[src/rtl/core/iws_pkg.sv]
// ----------------------------------------------------------------------------
// iws_pkg
// Shared types and constants for the IR wall sensing block.
// ----------------------------------------------------------------------------
package iws_pkg;

  localparam int SMP_W = 12;
  localparam int LEN_W = 8;
  localparam int ERR_W = 13;
  localparam int NUM_W = 24;
  localparam int DEN_W = 12;

  localparam logic [SMP_W-1:0] FRONT_THR_RST = 12'd960;
  localparam logic [SMP_W-1:0] SIDE_THR_RST  = 12'd800;

  localparam logic [0:0] REG_FRONT_THR = 1'b0;
  localparam logic [0:0] REG_SIDE_THR  = 1'b1;

  localparam logic REQ_SAMPLE = 1'b0;
  localparam logic REQ_TABLE  = 1'b1;

  localparam logic [1:0] MODE_OFF      = 2'd0;
  localparam logic [1:0] MODE_STRAIGHT = 2'd1;
  localparam logic [1:0] MODE_DIAGONAL = 2'd2;

  localparam logic [2:0] SEL_FRONT_LEN = 3'd4;
  localparam logic [2:0] SEL_SIDE_LEN  = 3'd5;

  localparam logic [ERR_W-1:0] STRAIGHT_TARGET = 13'd720;
  localparam logic [ERR_W-1:0] DIAG_TARGET     = 13'd512;
  localparam logic [ERR_W-1:0] FRONT_MARGIN    = 13'd160;
  localparam logic [SMP_W-1:0] DIAG_FRONT_MIN  = 12'd1280;
  localparam logic [SMP_W-1:0] STABLE_DIFF     = 12'd80;
  localparam logic [7:0]       STABLE_MIN      = 8'd10;

  typedef struct packed {
    logic             start;
    logic [NUM_W-1:0] num;
    logic [DEN_W-1:0] den;
  } div_req_t;

  typedef struct packed {
    logic             done;
    logic [NUM_W-1:0] quo;
  } div_rsp_t;

endpackage

[src/rtl/core/iws_div.sv]
// ----------------------------------------------------------------------------
// iws_div
// Restoring unsigned divider, one quotient bit per cycle.
// ----------------------------------------------------------------------------
module iws_div (
  input  logic              clk,
  input  logic              rst_n,
  input  iws_pkg::div_req_t req,
  output iws_pkg::div_rsp_t rsp
);
  import iws_pkg::*;

  localparam int CNT_W = $clog2(NUM_W + 1);

  logic             busy_r;
  logic [CNT_W-1:0] cnt_r;
  logic [NUM_W-1:0] num_r;
  logic [DEN_W-1:0] den_r;
  logic [DEN_W:0]   rem_r;
  logic [NUM_W-1:0] quo_r;
  logic             done_r;
  logic [DEN_W:0]   trial;
  logic             fits;

  assign trial = {rem_r[DEN_W-1:0], num_r[NUM_W-1]};
  assign fits  = trial >= {1'b0, den_r};

  always_ff @(posedge clk) begin
    if (!rst_n) begin
      busy_r <= 1'b0;
      done_r <= 1'b0;
      cnt_r  <= '0;
    end else begin
      done_r <= 1'b0;
      if (req.start) begin
        busy_r <= 1'b1;
        cnt_r  <= CNT_W'(NUM_W);
      end else if (busy_r) begin
        cnt_r <= cnt_r - 1'b1;
        if (cnt_r == CNT_W'(1)) begin
          busy_r <= 1'b0;
          done_r <= 1'b1;
        end
      end
    end
  end

  always_ff @(posedge clk) begin
    if (req.start) begin
      num_r <= req.num;
      den_r <= req.den;
      rem_r <= '0;
      quo_r <= '0;
    end else if (busy_r) begin
      num_r <= {num_r[NUM_W-2:0], 1'b0};
      rem_r <= fits ? (trial - {1'b0, den_r}) : trial;
      quo_r <= {quo_r[NUM_W-2:0], fits};
    end
  end

  assign rsp.done = done_r;
  assign rsp.quo  = quo_r;

endmodule

[src/rtl/core/ir_wall_sensing.sv]
// ----------------------------------------------------------------------------
// ir_wall_sensing
// IR distance conversion with moving average, wall flags and side control.
//
//   channel  direction  handshake          contents
//   in_      in         in_valid/in_stall  sample set or table write
//   out_     out        out_valid/out_stall distances, flags, errors
//   cfg      in/out     apb psel/penable   two threshold registers
//
// a table write never raises in_stall; how long a sample set takes to its result is
// set by the linear table scan and the 24-step shared divider
// reset clears the averages, counters and held control; tables are not cleared
// history reads as zero until the ring position has wrapped once
// in_stall is high while a sample request is worked on or its result waits for room
// ----------------------------------------------------------------------------
module ir_wall_sensing #(
  parameter int TABLE_LEN = 16,
  parameter int AVG_DEPTH = 20
) (
  input  logic        clk,
  input  logic        rst_n,
  input  logic        psel,
  input  logic        penable,
  input  logic        pwrite,
  input  logic [2:0]  paddr,
  input  logic [31:0] pwdata,
  output logic [31:0] prdata,
  output logic        pready,
  input  logic        in_valid,
  output logic        in_stall,
  input  logic        in_req_type,
  input  logic [2:0]  in_table_select,
  input  logic [3:0]  in_table_index,
  input  logic [11:0] in_table_value,
  input  logic [11:0] in_sample_front_left,
  input  logic [11:0] in_sample_front_right,
  input  logic [11:0] in_sample_left,
  input  logic [11:0] in_sample_right,
  input  logic [1:0]  in_control_mode,
  output logic        out_valid,
  input  logic        out_stall,
  output logic [11:0] out_dist_front_left,
  output logic [11:0] out_dist_front_right,
  output logic [11:0] out_dist_left,
  output logic [11:0] out_dist_right,
  output logic [3:0]  out_wall_flags,
  output logic [1:0]  out_side_control_flags,
  output logic signed [12:0] out_error_left,
  output logic signed [12:0] out_error_right
);
  import iws_pkg::*;

  localparam int TIDX_W  = $clog2(TABLE_LEN);
  localparam int RAW_AW  = $clog2(4 * TABLE_LEN);
  localparam int LEN_AW  = $clog2(2 * TABLE_LEN);
  localparam int HIST_AW = $clog2(4 * AVG_DEPTH);
  localparam int POS_W   = $clog2(AVG_DEPTH);
  localparam int SUM_W   = SMP_W + $clog2(AVG_DEPTH);
  localparam int RCP_SH  = SUM_W + $clog2(AVG_DEPTH);
  localparam int PROD_W  = SUM_W + RCP_SH;

  // reciprocal of the averaging depth, rounded up
  localparam logic [RCP_SH-1:0] AVG_RCP =
    RCP_SH'(((64'd1 << RCP_SH) + 64'(AVG_DEPTH) - 64'd1) / 64'(AVG_DEPTH));

  localparam logic [4:0] S_IDLE  = 5'd0;
  localparam logic [4:0] S_HRD   = 5'd1;
  localparam logic [4:0] S_HUPD  = 5'd2;
  localparam logic [4:0] S_CVST  = 5'd3;
  localparam logic [4:0] S_R0    = 5'd5;
  localparam logic [4:0] S_R0W   = 5'd6;
  localparam logic [4:0] S_RL    = 5'd7;
  localparam logic [4:0] S_RLW   = 5'd8;
  localparam logic [4:0] S_SCAN  = 5'd9;
  localparam logic [4:0] S_SCANW = 5'd10;
  localparam logic [4:0] S_LC    = 5'd11;
  localparam logic [4:0] S_LCW   = 5'd12;
  localparam logic [4:0] S_LA    = 5'd13;
  localparam logic [4:0] S_LAW   = 5'd14;
  localparam logic [4:0] S_LB    = 5'd15;
  localparam logic [4:0] S_LBW   = 5'd16;
  localparam logic [4:0] S_MUL   = 5'd17;
  localparam logic [4:0] S_DIVS  = 5'd18;
  localparam logic [4:0] S_DIVW  = 5'd19;
  localparam logic [4:0] S_NEXT  = 5'd20;
  localparam logic [4:0] S_POST  = 5'd21;

  logic [SMP_W-1:0] raw_mem  [4*TABLE_LEN];
  logic [LEN_W-1:0] len_mem  [2*TABLE_LEN];
  logic [SMP_W-1:0] hist_mem [4*AVG_DEPTH];

  logic [SMP_W-1:0] front_thr_r, side_thr_r;
  logic [4:0]       st_r;
  logic [1:0]       h_r;
  logic [2:0]       conv_r;
  logic [TIDX_W-1:0] c_r;
  logic [POS_W-1:0] pos_r;
  logic             hist_full_r;
  logic [SUM_W-1:0] sum_r [4];
  logic [SMP_W-1:0] smp_r [4];
  logic [SMP_W-1:0] dist_r [4];
  logic [SMP_W-1:0] avgd_r [4];
  logic [1:0]       mode_r;
  logic [SMP_W-1:0] val_r, hi_r, lo_r, m_r, n_r;
  logic [LEN_W-1:0] la_r;
  logic [19:0]      p1_r, p2_r;
  logic [SMP_W-1:0] raw_q, hist_q;
  logic [LEN_W-1:0] len_q, lb_r;
  logic [7:0]       cnt_r [2];
  logic             ctl_r [2];
  logic [ERR_W-1:0] err_r [2];
  logic             out_valid_r;
  logic [SMP_W-1:0] o_dist_r [4];
  logic [3:0]       o_flags_r;
  logic [1:0]       o_ctl_r;
  logic [ERR_W-1:0] o_err_r [2];

  div_req_t dreq;
  div_rsp_t drsp;

  logic [1:0]        ch;
  logic [RAW_AW-1:0] raw_addr, raw_waddr;
  logic [LEN_AW-1:0] len_addr, len_waddr;
  logic [HIST_AW-1:0] hist_addr;
  logic              in_acc, cfg_wr, out_free;
  logic [POS_W-1:0]  pos_inc;
  logic [SMP_W-1:0]  res_val;
  logic [SMP_W:0]    seg_d;
  logic [PROD_W-1:0] avg_prod;
  logic [SMP_W-1:0]  avg_q;
  logic [3:0]        flags;
  logic [7:0]        cnt_new [2];
  logic              act [2];
  logic [ERR_W-1:0]  errv [2];

  iws_div u_div (
    .clk   (clk),
    .rst_n (rst_n),
    .req   (dreq),
    .rsp   (drsp)
  );

  assign ch        = conv_r[1:0];
  assign raw_addr  = RAW_AW'(ch) * RAW_AW'(TABLE_LEN) + RAW_AW'(c_r);
  assign len_addr  = (ch[1] ? LEN_AW'(TABLE_LEN) : '0) + LEN_AW'(c_r);
  assign hist_addr = HIST_AW'(h_r) * HIST_AW'(AVG_DEPTH) + HIST_AW'(pos_r);
  assign raw_waddr = RAW_AW'(in_table_select[1:0]) * RAW_AW'(TABLE_LEN)
                   + RAW_AW'(in_table_index);
  assign len_waddr = (in_table_select == SEL_SIDE_LEN ? LEN_AW'(TABLE_LEN) : '0)
                   + LEN_AW'(in_table_index);
  assign in_stall  = (st_r != S_IDLE);
  assign in_acc    = in_valid && !in_stall;
  assign cfg_wr    = psel && penable && pwrite && pready;
  assign pready    = 1'b1;
  assign out_free  = !(out_valid_r && out_stall);
  assign pos_inc   = (32'(pos_r) + 1 >= AVG_DEPTH) ? '0 : pos_r + 1'b1;
  assign seg_d     = {1'b0, m_r} + {1'b0, n_r};
  assign avg_prod  = PROD_W'(sum_r[ch]) * PROD_W'(AVG_RCP);
  assign avg_q     = avg_prod[RCP_SH +: SMP_W];

  always_comb begin
    prdata = '0;
    unique case (paddr[2])
      REG_FRONT_THR: prdata = 32'(front_thr_r);
      REG_SIDE_THR:  prdata = 32'(side_thr_r);
      default:       prdata = '0;
    endcase
  end

  always_comb begin
    dreq = '0;
    if (st_r == S_DIVS) begin
      dreq.start = 1'b1;
      dreq.num   = NUM_W'({(21'(p1_r) + 21'(p2_r)), 4'b0000}) + NUM_W'(seg_d[SMP_W:1]);
      dreq.den   = seg_d[DEN_W-1:0];
    end
  end

  // memories
  always_ff @(posedge clk) begin
    raw_q  <= raw_mem[raw_addr];
    len_q  <= len_mem[len_addr];
    hist_q <= hist_mem[hist_addr];
    if (in_acc && in_req_type == REQ_TABLE && 32'(in_table_index) < TABLE_LEN) begin
      if (!in_table_select[2])
        raw_mem[raw_waddr] <= in_table_value;
      else if (in_table_select == SEL_FRONT_LEN || in_table_select == SEL_SIDE_LEN)
        len_mem[len_waddr] <= (in_table_value > 12'd255) ? 8'hff : in_table_value[7:0];
    end
    if (st_r == S_HUPD)
      hist_mem[hist_addr] <= smp_r[h_r];
  end

  // post-processing of one sample set
  always_comb begin
    flags[0] = dist_r[0] <= front_thr_r;
    flags[1] = dist_r[1] <= front_thr_r;
    flags[2] = dist_r[2] <= side_thr_r;
    flags[3] = dist_r[3] <= side_thr_r;
    for (int s = 0; s < 2; s++) begin
      logic [SMP_W-1:0] d, a, diff, lim;
      d    = dist_r[2+s];
      a    = avgd_r[2+s];
      diff = (d > a) ? d - a : a - d;
      cnt_new[s] = (flags[2+s] && diff < STABLE_DIFF)
                 ? ((cnt_r[s] == 8'hff) ? cnt_r[s] : cnt_r[s] + 1'b1) : 8'd0;
      lim = (cnt_new[s] > STABLE_MIN) ? side_thr_r : STRAIGHT_TARGET[SMP_W-1:0];
      act[s]  = ctl_r[s];
      errv[s] = err_r[s];
      if (mode_r == MODE_STRAIGHT) begin
        act[s]  = flags[2+s] && d <= lim
               && {1'b0, dist_r[s]} > ({1'b0, side_thr_r} + FRONT_MARGIN);
        errv[s] = act[s] ? {1'b0, d} - STRAIGHT_TARGET : '0;
      end else if (mode_r == MODE_DIAGONAL) begin
        act[s]  = flags[2+s] && d <= DIAG_TARGET[SMP_W-1:0] && dist_r[s] > DIAG_FRONT_MIN;
        errv[s] = act[s] ? {1'b0, d} - DIAG_TARGET : '0;
      end
    end
  end

  always_comb begin
    res_val = drsp.quo[SMP_W-1:0];
    if (st_r == S_LCW)
      res_val = {len_q, 4'b0000};
  end

  // sequencer
  always_ff @(posedge clk) begin
    if (!rst_n) begin
      st_r        <= S_IDLE;
      front_thr_r <= FRONT_THR_RST;
      side_thr_r  <= SIDE_THR_RST;
      pos_r       <= '0;
      hist_full_r <= 1'b0;
      out_valid_r <= 1'b0;
      h_r         <= '0;
      conv_r      <= '0;
      c_r         <= '0;
      for (int i = 0; i < 4; i++) sum_r[i] <= '0;
      for (int s = 0; s < 2; s++) begin
        cnt_r[s] <= '0;
        ctl_r[s] <= 1'b0;
        err_r[s] <= '0;
      end
    end else begin
      if (cfg_wr) begin
        if (paddr[2] == REG_FRONT_THR) front_thr_r <= pwdata[SMP_W-1:0];
        else                           side_thr_r  <= pwdata[SMP_W-1:0];
      end
      if (out_valid_r && !out_stall && st_r != S_POST)
        out_valid_r <= 1'b0;
      unique case (st_r)
        S_IDLE: begin
          if (in_acc && in_req_type == REQ_SAMPLE) begin
            pos_r <= pos_inc;
            h_r   <= '0;
            st_r  <= S_HRD;
          end
        end
        S_HRD: st_r <= S_HUPD;
        S_HUPD: begin
          sum_r[h_r] <= sum_r[h_r] - (hist_full_r ? SUM_W'(hist_q) : '0)
                      + SUM_W'(smp_r[h_r]);
          h_r <= h_r + 1'b1;
          if (h_r == 2'd3) begin
            if (pos_r == '0) hist_full_r <= 1'b1;
            conv_r <= '0;
            st_r   <= S_CVST;
          end else begin
            st_r <= S_HRD;
          end
        end
        S_CVST: begin
          c_r  <= '0;
          st_r <= S_R0;
        end
        S_R0:  st_r <= S_R0W;
        S_R0W: begin
          if (val_r >= raw_q) begin
            st_r <= S_LC;
          end else begin
            hi_r <= raw_q;
            c_r  <= TIDX_W'(TABLE_LEN - 1);
            st_r <= S_RL;
          end
        end
        S_RL:  st_r <= S_RLW;
        S_RLW: begin
          if (val_r <= raw_q) begin
            st_r <= S_LC;
          end else begin
            c_r  <= TIDX_W'(1);
            st_r <= S_SCAN;
          end
        end
        S_SCAN: st_r <= S_SCANW;
        S_SCANW: begin
          if (val_r > raw_q) begin
            lo_r <= raw_q;
            c_r  <= c_r - 1'b1;
            st_r <= S_LA;
          end else begin
            hi_r <= raw_q;
            c_r  <= c_r + 1'b1;
            st_r <= S_SCAN;
          end
        end
        S_LC:  st_r <= S_LCW;
        S_LCW: st_r <= S_NEXT;
        S_LA:  st_r <= S_LAW;
        S_LAW: begin
          la_r <= len_q;
          c_r  <= c_r + 1'b1;
          st_r <= S_LB;
        end
        S_LB:  st_r <= S_LBW;
        S_LBW: begin
          lb_r <= len_q;
          m_r  <= hi_r - val_r;
          n_r  <= val_r - lo_r;
          st_r <= S_MUL;
        end
        S_MUL: begin
          p1_r <= 20'(n_r) * 20'(la_r);
          p2_r <= 20'(m_r) * 20'(lb_r);
          st_r <= S_DIVS;
        end
        S_DIVS: st_r <= S_DIVW;
        S_DIVW: if (drsp.done) st_r <= S_NEXT;
        S_NEXT: begin
          conv_r <= conv_r + 1'b1;
          st_r   <= (conv_r == 3'd7) ? S_POST : S_CVST;
        end
        S_POST: begin
          if (out_free) begin
            for (int s = 0; s < 2; s++) begin
              cnt_r[s] <= cnt_new[s];
              ctl_r[s] <= act[s];
              err_r[s] <= errv[s];
            end
            out_valid_r <= 1'b1;
            st_r        <= S_IDLE;
          end
        end
        default: st_r <= S_IDLE;
      endcase
    end
  end

  // payload registers
  always_ff @(posedge clk) begin
    if (in_acc && in_req_type == REQ_SAMPLE) begin
      smp_r[0] <= in_sample_front_left;
      smp_r[1] <= in_sample_front_right;
      smp_r[2] <= in_sample_left;
      smp_r[3] <= in_sample_right;
      mode_r   <= in_control_mode;
    end
    if (st_r == S_CVST)
      val_r <= conv_r[2] ? avg_q : smp_r[ch];
    if (st_r == S_LCW || (st_r == S_DIVW && drsp.done)) begin
      if (conv_r[2]) avgd_r[ch] <= res_val;
      else           dist_r[ch] <= res_val;
    end
    if (st_r == S_POST && out_free) begin
      for (int i = 0; i < 4; i++) o_dist_r[i] <= dist_r[i];
      o_flags_r <= flags;
      o_ctl_r   <= {act[1], act[0]};
      o_err_r[0] <= errv[0];
      o_err_r[1] <= errv[1];
    end
  end

  assign out_valid              = out_valid_r;
  assign out_dist_front_left    = o_dist_r[0];
  assign out_dist_front_right   = o_dist_r[1];
  assign out_dist_left          = o_dist_r[2];
  assign out_dist_right         = o_dist_r[3];
  assign out_wall_flags         = o_flags_r;
  assign out_side_control_flags = o_ctl_r;
  assign out_error_left         = $signed(o_err_r[0]);
  assign out_error_right        = $signed(o_err_r[1]);

  a_scan_not_first: assert property (@(posedge clk) disable iff (!rst_n)
    st_r == S_SCANW |-> c_r != '0)
    else $error("segment scan at entry zero");

  a_result_from_post: assert property (@(posedge clk) disable iff (!rst_n)
    $rose(out_valid_r) |-> $past(st_r) == S_POST)
    else $error("result raised outside post step");

  a_sample_starts: assert property (@(posedge clk) disable iff (!rst_n)
    in_acc && in_req_type == REQ_SAMPLE |=> st_r == S_HRD)
    else $error("sample request did not start");

  a_div_done_waited: assert property (@(posedge clk) disable iff (!rst_n)
    drsp.done |-> st_r == S_DIVW)
    else $error("divider finished with nobody waiting");

endmodule
[config.mk]
export PLATFORM = sky130hd
export DESIGN_NAME = ir_wall_sensing
export DESIGN_NICKNAME = d
export VERILOG_FILES = /design/src/rtl/core/iws_pkg.sv /design/src/rtl/core/iws_div.sv /design/src/rtl/core/ir_wall_sensing.sv
export SDC_FILE = /design/constraint.sdc
export NUM_CORES = 2
export LEC_CHECK = 0
export BUFFER_PORTS_ARGS = -buffer_cell sky130_fd_sc_hd__clkbuf_2
export CAP_MARGIN = 20
export CORE_ASPECT_RATIO = 0.8
export CORE_MARGIN = 8
export CORE_UTILIZATION = 43
export DETAILED_ROUTE_END_ITERATION = 10
export GPL_TIMING_DRIVEN = 0
export PLACE_DENSITY = 0.58
export SYNTH_ARGS = -nofsm -noshare
export SYNTH_HDL_FRONTEND = slang
export SYNTH_HIERARCHICAL = 1
export SYNTH_SLANG_ARGS = --single-unit
[constraint.sdc]
create_clock -name clk -period 7 [get_ports clk]
set_input_delay 1.4 -clock clk [delete_from_list [all_inputs] [get_ports clk]]
set_output_delay 1.4 -clock clk [all_outputs]
set_load 0.02 [all_outputs]
# Word-level counts from Yosys, hierarchy flattened
# Memories as Yosys holds them, arrays and structs flattened. A register that Yosys moved wholly into a read port is not among the register bits.
# Cells that the tools add are included.
# totals
latch_bits,0
input_bits,112
n_memories,12
mem_bits_ro,0
wordCells,300
reg_bits,236
ramBits,2314
# memory_table
name,depth,width,rd,rd_clocked_by_memory_dff,write_ports,line,text
hist_mem,80,12,1,1,1,ir_wall_sensing.sv:90,logic [SMP_W-1:0] hist_mem [4*AVG_DEPTH];
raw_mem,64,12,1,1,1,ir_wall_sensing.sv:88,logic [SMP_W-1:0] raw_mem [4*TABLE_LEN];
len_mem,32,8,1,1,1,ir_wall_sensing.sv:89,logic [LEN_W-1:0] len_mem [2*TABLE_LEN];
sum_r,4,17,2,2,4,ir_wall_sensing.sv:99,logic [SUM_W-1:0] sum_r [4];
avgd_r,4,12,2,0,1,ir_wall_sensing.sv:102,logic [SMP_W-1:0] avgd_r [4];
dist_r,4,12,4,0,1,ir_wall_sensing.sv:101,logic [SMP_W-1:0] dist_r [4];
+6 memories,n/a,n/a,n/a,n/a,n/a,n/a,
# classes
n_mul,4
bitwise,10
magnitude_cmp,24
muxes,104
n_div,0
add_sub_neg,31
eq_ne,37
shifts,0
reduce_logical,49
# op_table
operator,n
two-way mux 13 bit,10
two-way mux 12 bit,10
one-hot mux 5 bit (21 select lines),1
less-or-equal comparator 12 bit,7
subtractor 12 bit,7
one-hot mux 32 bit (2 select lines),1
two-way mux 8 bit,7
"subtractor 12 x 10 -> 13 bit, second input constant",4
two-way mux 24 bit,2
two-way mux 5 bit,9
"equality test 5 x 4 -> 1 bit, second input constant",8
multiplier 12 x 8 -> 20 bit,2
two-way mux 1 bit,40
two-way mux 37 bit,1
greater-than comparator 12 bit,3
"multiplier 17 x 16 -> 32 bit, second input constant",1
"equality test 5 bit, second input constant",6
greater-than comparator 12 x 13 -> 1 bit,2
adder 24 x 12 -> 24 bit,1
"greater-than comparator 12 x 11 -> 1 bit, second input constant",2
"less-or-equal comparator 12 x 10 -> 1 bit, second input constant",2
"< comparator 12 x 7 -> 1 bit, second input constant",2
two-way mux 2 bit,12
one-hot mux 12 bit (2 select lines),1
other kinds (52),118

# Logic depth before layout (Yosys ltp)
# An unclocked memory read counts as a cell.
# depth
ltp_word,14
ltp_mapped,26
mapped_depth_nobuf,24

# Cells and area by module
# Netlist, hierarchy kept.
# modules_own_cells
mod,area_per_inst_um2,cells_each,n_inst
ir_wall_sensing,113453.8,7197,1
iws_div,3778.6,334,1

# Worst setup path before layout
# No wires, ideal clock.
# synth_timing
kind,input port to flip-flop
from,input port out_stall
to,memory cnt_r[0][0] (enable)
path_slack_ps,-45
required_time_ps,6593
setup_time_ps,407
path_stages,2
arrival_time_ps,6638
cell_sequence,a21oi_1 > nand2b_1
# synth_lines
item,line,text
start: declaration,ir_wall_sensing.sv:41,"input logic out_stall,"
end: declaration,ir_wall_sensing.sv:109,logic [7:0] cnt_r [2];

# Worst setup path after layout
# layout_timing
from,register pos_r[1]
to,memory hist_mem[43][5] (enable)
# layout_via
elab_chain_cells,1
# layout_lines
item,line,text
start: declaration,ir_wall_sensing.sv:97,logic [POS_W-1:0] pos_r;
start signal: assignment,ir_wall_sensing.sv:255,pos_r <= pos_inc;
adder 7 x 5 -> 7 bit,ir_wall_sensing.sv:146,assign hist_addr = HIST_AW'(h_r) * HIST_AW'(AVG_DEPTH) + HIST_AW'(pos_r);
end: declaration,ir_wall_sensing.sv:90,
# No other way between the ends.

==> results.sh <==
export IMPL_power_density_mw_per_mm2=261
export IMPL_vias_per_cell=5.91
export IMPL_max_stage_delay_ns=1.03
export IMPL_synth_cells=7494
export IMPL_die_h_um=482
export IMPL_holdPathStages=0
export IMPL_gr_total_overflow=0
export IMPL_ioPinCount=227
export IMPL_vias=71300
export IMPL_remaining_drc_errors=0
export IMPL_totalWireLength_mm=353
export IMPL_drv_slew=0
export IMPL_cts_buffers=271
export IMPL_worst_slack_ns=0.0570
export IMPL_numClockSinks=2562
export IMPL_ctsRootBufferMaster="clkbuf_16"
export IMPL_cts_buffer_depth=4
export IMPL_antenna_left=0
export IMPL_clk_latency_ns=0.87
export IMPL_die_area_mm2=0.289
export IMPL_drive_gt1_frac=0.170
export IMPL_pre_cts_ws_ns=-1.91
export IMPL_worst_pin_slew_ns=1.33
export IMPL_htree_num_levels=5
export IMPL_area_growth_pct=15.1
export IMPL_initial_utilization=0.431
export IMPL_grt_pass1_vias=69500
export IMPL_die_w_um=599
export IMPL_grt_antenna_before_repair=22
export IMPL_end_kind="flop"
export IMPL_worst_setup_path_type="reg2reg"
export IMPL_ir_worst_vdd_v=0.000208
export IMPL_firstDrtPassIters=8
export IMPL_clock_fmax_mhz=144
export IMPL_fin_crit_sh=0.992
export IMPL_placed_cells=11500
export IMPL_status="completed"
export IMPL_final_cells=12100
export IMPL_leakagePower_uw=0.0469
export IMPL_avgRoutedWirePerCell_um=29.3
export IMPL_worstSetupStartpointType="flop"
export IMPL_hold_buffers=0
export IMPL_setup_violations=0
export IMPL_busiest_layer="met1"
export IMPL_path_cells="buf_2 -> nand2_1 -> nor2_2 -> clkbuf_2 -> clkdlybuf4s15_1 -> nand2_1 -> nor2_1 -> buf_6"
export IMPL_hp_class="reg2reg"
export IMPL_slew_headroom=0.114
export IMPL_min_period_ns=6.94
export IMPL_grtUsageMet3=0.0639
export IMPL_cts_tree="yes"
export IMPL_critPathMostFrequentCell="nand2_1"
export IMPL_core_mm2=0.271
export IMPL_final_hold_viol_count=0
export IMPL_grtUsageMet1=0.350
export IMPL_ys_warn_count=6
export IMPL_drt_iter0_drc=9196
export IMPL_grt_start_max_net_pins=82
export IMPL_met2_usage=0.349
export IMPL_hold_worst_slack_ns=0.467
export IMPL_finalWeightedCongestion=0.963
export IMPL_tns_ns=0
export IMPL_finalClockSkew_ns=0.0694
export IMPL_maxCapViolCount=0
export IMPL_crit_slowest_cell="clkdlybuf4s15_1"
export IMPL_required_ns=7.56
export IMPL_track_usage=0.238
export IMPL_port_buffers=180
export IMPL_crit_fanout=19
export IMPL_crit_arrival_ns=7.50
export IMPL_fin_nets=9046
export IMPL_hpwl_mm=252
export IMPL_reg2reg_depth=8
export IMPL_grt_pass1_wl_mm=501
export IMPL_clk_pin_slew_worst_paths_ns=0.06
export IMPL_fp_row_count=171
export IMPL_syn_cell_area_mm2=0.117
export IMPL_avgSynthCellArea_um2=15.6
worst max-delay path, delay by kind of cell (launching register included):
family	cells	cell delay, ns
buffers and inverters	4	2.57
DFF	1	0.57
and+or+nand+nor	4	3.46
flip-flops by register name (all words and copies together) (netlist names), 16 cells and up, named ones only:
signal,flops
sum_r,68
avgd_r,24
p1_r,20
cnt_r,16
err_r,26
raw_mem,768
dist_r,48
u_div/num_r,24
smp_r,48
hist_mem,960
o_err_r,26
len_mem,256
p2_r,20
o_dist_r,48
stage by stage:
stage,util,area [um2],power (uW)
2_1_floorplan,-,117000,19600
3_3_place_gp,0.452,122000,20900
3_5_place_dp,0.462,125000,21100
4_1_cts,0.494,134000,35200
5_1_grt,0.496,134000,36300
6_report,0.496,134000,35200
layout by cell type, fill, tap and decap left out, drive strengths merged, types with 14 or more instances in the layout:
master / n
o21ai: 187
bufinv: 22
nor4: 16
and3: 22
mux4: 396
nand2: 390
xor2: 55
buf: 376
a31oi: 50
o21a: 39
a21oi: 192
nand3: 116
inv: 534
a22o: 71
o22ai: 17
o211ai: 35
nor2b: 50
a211oi: 25
nand4: 113
nor3: 64
ha: 481
conb: 21
nand2b: 36
xnor2: 103
a22oi: 244
fa: 227
nor2: 475
clkbuf: 728
a221oi: 98
dfxtp: 112
and2: 161
mux2i: 56
mux2: 56
a21boi: 41
o31ai: 14
a21o: 56
edfxtp: 2450
clkinv: 103
final timing paths:
check | from | end | slack (ns)
min | raw_q[5] | hi_r[5] | 0.47
min reg2reg | raw_q[5] | hi_r[5] | 0.47
max reg2reg | pos_r[1] | hist_mem[43][5] | 0.06
max | pos_r[1] | hist_mem[43][5] | 0.06
where the power goes:
part | internal, uW | total [uW] | switching, uW
registers | 16900 | 17000 | 54.3
clock network | 8100 | 14100 | 5980
logic | 1480 | 4090 | 2610
total | 26500 | 35200 | 8650
final cells by class:
class / instances / area (um2)
sequential: 2562 / 75800
buffer: 340 / 1550
clock buffer: 324 / 7140
antenna: 6 / 15.0
multi-input combinational: 4087 / 38000
inverter: 523 / 1960
tap: 3633 / 4550
timing repair buffer: 441 / 4020
clock inverter: 145 / 1340
fill: 22800 / 136000
per-layer routing:
metal	up-vias	share of wire
met5	-	0.00012
met4	6	0.034
met3	628	0.11
met2	3820	0.43
met1	36600	0.42
li1	30300	-
repair_timing:
item,4_1_cts,5_1_grt
gates cloned,0,1
pin swaps,6,10
setup endpoints to repair,133,8
buffers inserted,13,16
gates resized for setup,63,21
Note: power is estimated with default switching activity, not from simulation.
